--- config.mk ---
export PLATFORM = sky130hd
export DESIGN_NAME = ctli_cell
export DESIGN_NICKNAME = d
export VERILOG_FILES = /design/src/design/ctli_pkg.sv /design/src/design/ctli_cell.sv
export SDC_FILE = /design/constraint.sdc
export NUM_CORES = 1
export LEC_CHECK = 0
export CAP_MARGIN = 20
export CORE_MARGIN = 2
export CORE_UTILIZATION = 64
export CTS_CLUSTER_SIZE = 25
export DETAILED_ROUTE_END_ITERATION = 8
export DONT_BUFFER_PORTS = 1
export MAX_ROUTING_LAYER = met4
export PLACE_DENSITY = 0.8
export SLEW_MARGIN = 10
export SYNTH_ARGS = -nofsm -noshare
export SYNTH_HDL_FRONTEND = slang
export SYNTH_SLANG_ARGS = --single-unit
--- constraint.sdc ---
create_clock -name clock -period 5.6 [get_ports clock]
set_clock_uncertainty 0.15 [all_clocks]
set_input_delay 0.84 -clock clock [delete_from_list [all_inputs] [get_ports clock]]
set_output_delay 0.84 -clock clock [all_outputs]
set_load 0.01 [all_outputs]
--- src/design/ctli_pkg.sv ---
`default_nettype none

package ctli_pkg;

   // One requested color, packed red, green, blue from the high bits down.
   typedef struct packed {
      logic [15:0] red;
      logic [15:0] green;
      logic [15:0] blue;
   } color_type;

   // Search transaction travelling down the row of cells.
   typedef struct packed {
      logic        valid;
      logic        found;
      logic [7:0]  index;
      color_type   color;
   } token_type;

   // One result as presented on the response channel.
   typedef struct packed {
      logic [7:0]  pixel_index;
      logic        was_present;
      logic        table_full;
   } result_type;

endpackage

`default_nettype wire

--- src/design/ctli_cell.sv ---
`default_nettype none

module ctli_cell #(
   parameter int CELL_INDEX  = 0,
   parameter int COUNT_WIDTH = 9
) (
   input  wire logic                   clock,
   input  wire logic                   reset,
   input  wire logic [COUNT_WIDTH-1:0] entry_count,
   input  wire ctli_pkg::token_type    token_prev,
   output      ctli_pkg::token_type    token_next
);
   import ctli_pkg::*;

   localparam logic [COUNT_WIDTH-1:0] CELL_POS = COUNT_WIDTH'(CELL_INDEX);
   localparam logic [7:0]             INDEX_LO = 8'(CELL_INDEX % 256);

   color_type entry_ff;
   token_type token_ff;
   token_type token_in;
   logic      hit;
   logic      write_here;

   // A filled cell compares; the first empty cell takes the color if nothing matched.
   assign hit        = token_prev.valid && !token_prev.found && (CELL_POS < entry_count)
                       && (entry_ff == token_prev.color);
   assign write_here = token_prev.valid && !token_prev.found && (CELL_POS == entry_count);

   always_comb begin
      token_in       = token_prev;
      token_in.found = token_prev.found | hit;
      if (hit) begin
         token_in.index = INDEX_LO;
      end
   end

   always_ff @(posedge clock) begin
      if (write_here) begin
         entry_ff <= token_prev.color;
      end
      if (reset) begin
         token_ff <= '0;
      end else begin
         token_ff <= token_in;
      end
   end

   assign token_next = token_ff;

endmodule

`default_nettype wire

Word level (Yosys, flattened, before mapping)

Cells that the tools add are included.

$lt $le $gt $ge: 1
Equal/unequal tests: 1
Bitwise operators: 1
Reduce and logical (&&, ||, !) cells: 7

Operators by type and width:

| operator             | count |
|---|---|
| $eq A48 B48 Y1       | 1 |
| $logic_not A9 Y1     | 1 |
| $lt A1 B9 Y1 const A | 1 |
| $logic_and A1 B1 Y1  | 4 |
| $reduce_or A2 Y1     | 1 |
| $logic_not A1 Y1     | 1 |
| $or A1 B1 Y1         | 1 |

Flip-flop bits (word level): 106
Input port bits: 69
Output and inout port bits: 58
Word-level logic and storage cells: 19

Longest topological paths before layout

Depth in word-level cells: 5
Depth in mapped cells: 5
Gate-level depth less buffers: 5

Least setup slack after synthesis

OpenSTA, ideal clock, no wires.

Path kind: input to register
From: input port entry_count[4]
To: register entry_ff[0] (netlist bit) (enable)
Library setup time: 0.454 ns
Data arrival time: 3.259 ns
Data required time: 4.996 ns
Path slack: 1.737 ns
Stages: 3
Buffers on the path: 0
Path through: nor4_1 > nand3_1 > nor2_1

Longest elaborated chain between the ends: 2

RTL lines:

| item                 | line            | text |
|---|---|---|
| from (decl)          | ctli_cell.sv:9  | `input wire logic [COUNT_WIDTH-1:0] entry_count,` |
| $logic_not A9 Y1     | ctli_cell.sv:27 | `assign write_here = token_prev.valid && !token_prev.found && (CELL_POS == entry_count);` |
| $logic_and A1 B1 Y1  | ctli_cell.sv:27 |  |
| via write_here       | ctli_cell.sv:22 | `logic write_here;` |
| to (signal assigned) | ctli_cell.sv:39 | `entry_ff <= token_prev.color;` |
| to (decl)            | ctli_cell.sv:18 | `color_type entry_ff;` |

The timed path passes the listed nets, and every way through them passes these cells.
A chain may end at the register's enable or synchronous reset.

Final worst setup path

From: input port entry_count[4]
To: register entry_ff[2] (netlist bit) (enable)

The elaborated chain is that of the path after synthesis.

==> impl_results.md <==
* Top Metal Used: met4
* CP Buf/Inv Count at 1
* Met1 WL at 2456 um
* Synth Instances at 258
* Placed cell area at 3756 sq um
* Buffers added on ports at 0
* DR WL met2 at 3056 um
* Hold Fails Final Rpt at 0
* Clock period minus worst slack at 2452 ps
* Wire per inst at 17.70 um
* Req. time, crit path at 5490 ps
* Endpoints failing setup at 0
* Postcts setup bufs at 0
* Final wirelength at 6054 um
* Lkg Pwr at 1.418 nW
* Pre-CTS WS at 2725 ps
* Fmax at 0.4078 GHz
* YS warnings at 0
* Die Wd at 79.73 um
* Crit path max-delay family: simple AND/OR/NAND/NOR gates
* Fillers at 368
* Gpl congestion at 0.7017
* Resize count post-CTS at 0
* Max Cap Viol at 0
* Register area share after synthesis at 70.92%
* Design area at 3953 sq um
* Vias in the first global route at 1934
* Count of boundary I/O pins at 127
* Number of buffers inserted during clock tree synthesis at 9
* CTS Buffer Depth at 2
* PnR worst setup slack at 3148 ps
* Rows at 27
* Max_slew headroom at 56.18%
* Ant. Diodes at 0
* Clk root buf: clkbuf_8
* Routed length on met3 at 447 um
* Core area at 5507 sq um
* Distinct cells, synth at 29
* Netlist Area Pre-Place at 3670 sq um
* Outcome: finished, final reports clean
* CTS Hold Bufs at 0
* Final Non-Filler Cells at 342
* DR vias at 1879
* DR iter-0 viols at 120
* Worst vdd ir at 0.2103 mV
* Slowest cell delay on critical path at 570 ps
* Worst path arrival time at 2340 ps
* DR pass1 iterations at 4
* Setup Total Neg Slack at 0 ps
* Clock transition at path regs at 90 ps
* Global-route wire length before repair at 9273 um
* Initial antenna violation count at 0
* TritonCTS clock tree: built
* Tcrit/Tclk final at 43.79%
* Worst-path fanout max at 25
* Type of the worst setup path: in -> reg
* Synth-to-Final Area Change at 7.705%
* Synthesis-stage register bit count at 106
* Dpl hpwl at 4277 um
* Syn Nets at 327
* Clk_lat worst skew at 360 ps
* Worst Max-Slew Pin Slew at 655.8 ps
* Number of vias per cell at 5.494
* CTS HTree Levels at 3
* CP Capture Type: flip-flop
* Worst hold path type: in -> reg
* Die area at 6356 sq um
* RSZ-0062 raised after global routing: false
* Pin count of the biggest net entering global routing at 52
* GRT Total Usage at 20.51%
* Initial Util at 66.64%
* Final Net Count at 334
* Post-route ant nets at 0
* CP max-delay cell: nor2_4
* Sink Count at 106
* Crit path launch type: input pin
* Die H at 79.73 um
* Pwr per Cell Area at 340.3 nW/um^2
* Share of post-route cells with drive strength above 1 at 11.11%
* Syn avg cell area at 14.22 sq um
* Cells along the critical path: nor4_1 > nand3_1 > nor2_4 > buf_4
* DRC violations left at 0
* Final Slew Violations at 0
* Total power at 0.001345 W
* Dpl cells at 326
* Total grt overflow at 0
## cell families (layout without fill, tap and decap cells)
| kind of cell | count (synthesis) | in the layout | share of synthesized area [%] |
|---|---|---|---|
| flops | 106 | 106 | 70.92 |
| simple gates | 86 | 86 | 14.69 |
| xor+xnor | 42 | 42 | 10.02 |
| compound gates | 14 | 14 | 3.341 |
| buf+inv | 10 | 22 | 1.023 |
## worst reg2reg max path, cell delays in order (launching register included)
cell	delay (ps)
edfxtp_1	400
xnor2_1	160
o221ai_1	150
a2111o_1	440
nor4_4	440
a21oi_1	160
## flip-flops by register name (all words and copies together), names as in the netlist
register,count
entry_ff,48
token_next,58
## per-stage QoR
stage	hold slack (ps)	util, %
after floorplan	572.0	-
after global placement	604.8	68.21
after detailed placement	619.8	68.21
after CTS	372.0	71.78
after global routing	362.9	71.78
final	390.5	71.78
## Yosys cell counts
cell	n	area [sq um]
dfxtp_1	58	1161
edfxtp_1	48	1441
nor2b_1	48	300.3
xor2_1	36	315.3
nor4_1	9	56.30
a21oi_1	8	40.04
nand2_1	8	30.03
xnor2_1	6	52.55
clkbuf_1	5	18.77
nor2_1	4	15.01
inv_1	3	11.26
nand4_1	3	18.77
nor3_1	3	15.01
and2b_2	2	17.52
inv_2	2	7.510
nor2b_2	2	17.52
a2111o_1	1	11.26
a2111oi_4	1	27.53
a22o_2	1	10.01
a32o_1	1	10.01
nand2_2	1	6.260
nand2b_1	1	6.260
nand3_1	1	5.000
nor2_2	1	6.260
nor2b_4	1	13.76
nor3_2	1	10.01
nor4_4	1	21.27
o2111ai_2	1	15.01
o221ai_1	1	8.760
## worst paths after layout
| check | slack [ps] | cells after the start | from | end |
|---|---|---|---|---|
| min reg2reg | 640 | 4 | entry_ff[33] | token_next[53] |
| max | 3150 | 4 | entry_count[4] | entry_ff[2] |
| max reg2reg | 3590 | 5 | entry_ff[23] | token_next[55] |
| min | 390 | 1 | reset | token_next[17] |
## per-layer routing
metal	GRT usage, %	vias to the layer above
met4	9.138	0
met1	23.86	900
met2	32.18	77
met5	-	-
li1	-	890
met3	7.353	12
## cells in the final DEF (no fill, tap or decap)
cell type,netlist,final
dfxtp_1,58,58
nor2b_1,48,48
edfxtp_1,48,48
xor2_1,36,36
clkbuf_8,0,10
nor4_1,9,9
nand2_1,8,8
a21oi_1,8,8
xnor2_1,6,6
nor2_1,4,3
nor3_1,3,3
nand4_1,3,3
inv_1,3,3
inv_2,2,2
and2b_2,2,2
nor2b_2,2,2
clkbuf_1,5,2
nand3_1,1,1
nand2b_1,1,1
nor2_4,0,1
nor2_2,1,1
nand2_2,1,1
nor3_2,1,1
nor2b_4,1,1
a2111oi_4,1,1
o2111ai_2,1,1
o221ai_1,1,1
a22o_2,1,1
a2111o_1,1,1
nor4_4,1,1
a32o_1,1,1
bufinv_16,0,1
clkinv_2,0,1
clkinvlp_4,0,1
clkinv_4,0,1
buf_4,0,1
## final cells by class
class	count	area (sq um)	share of cell area (%)
flip-flops and latches	106	2603	65.84
multi-input cells	142	1037	26.24
clock buffers	12	145.1	3.672
well taps	72	90.09	2.279
clock inverters	4	51.30	1.298
inverters	5	18.77	0.4748
repair buffers	1	7.507	0.1899
## report_power, final
| group | switching, W | internal (W) | total [W] |
|---|---|---|---|
| Sequential | 0.0000198 | 0.000830 | 0.000850 |
| Clock | 0.000241 | 0.000220 | 0.000460 |
| Combinational | 0.0000136 | 0.0000216 | 0.0000353 |
No activity file was read; power rests on OpenSTA's default activity.
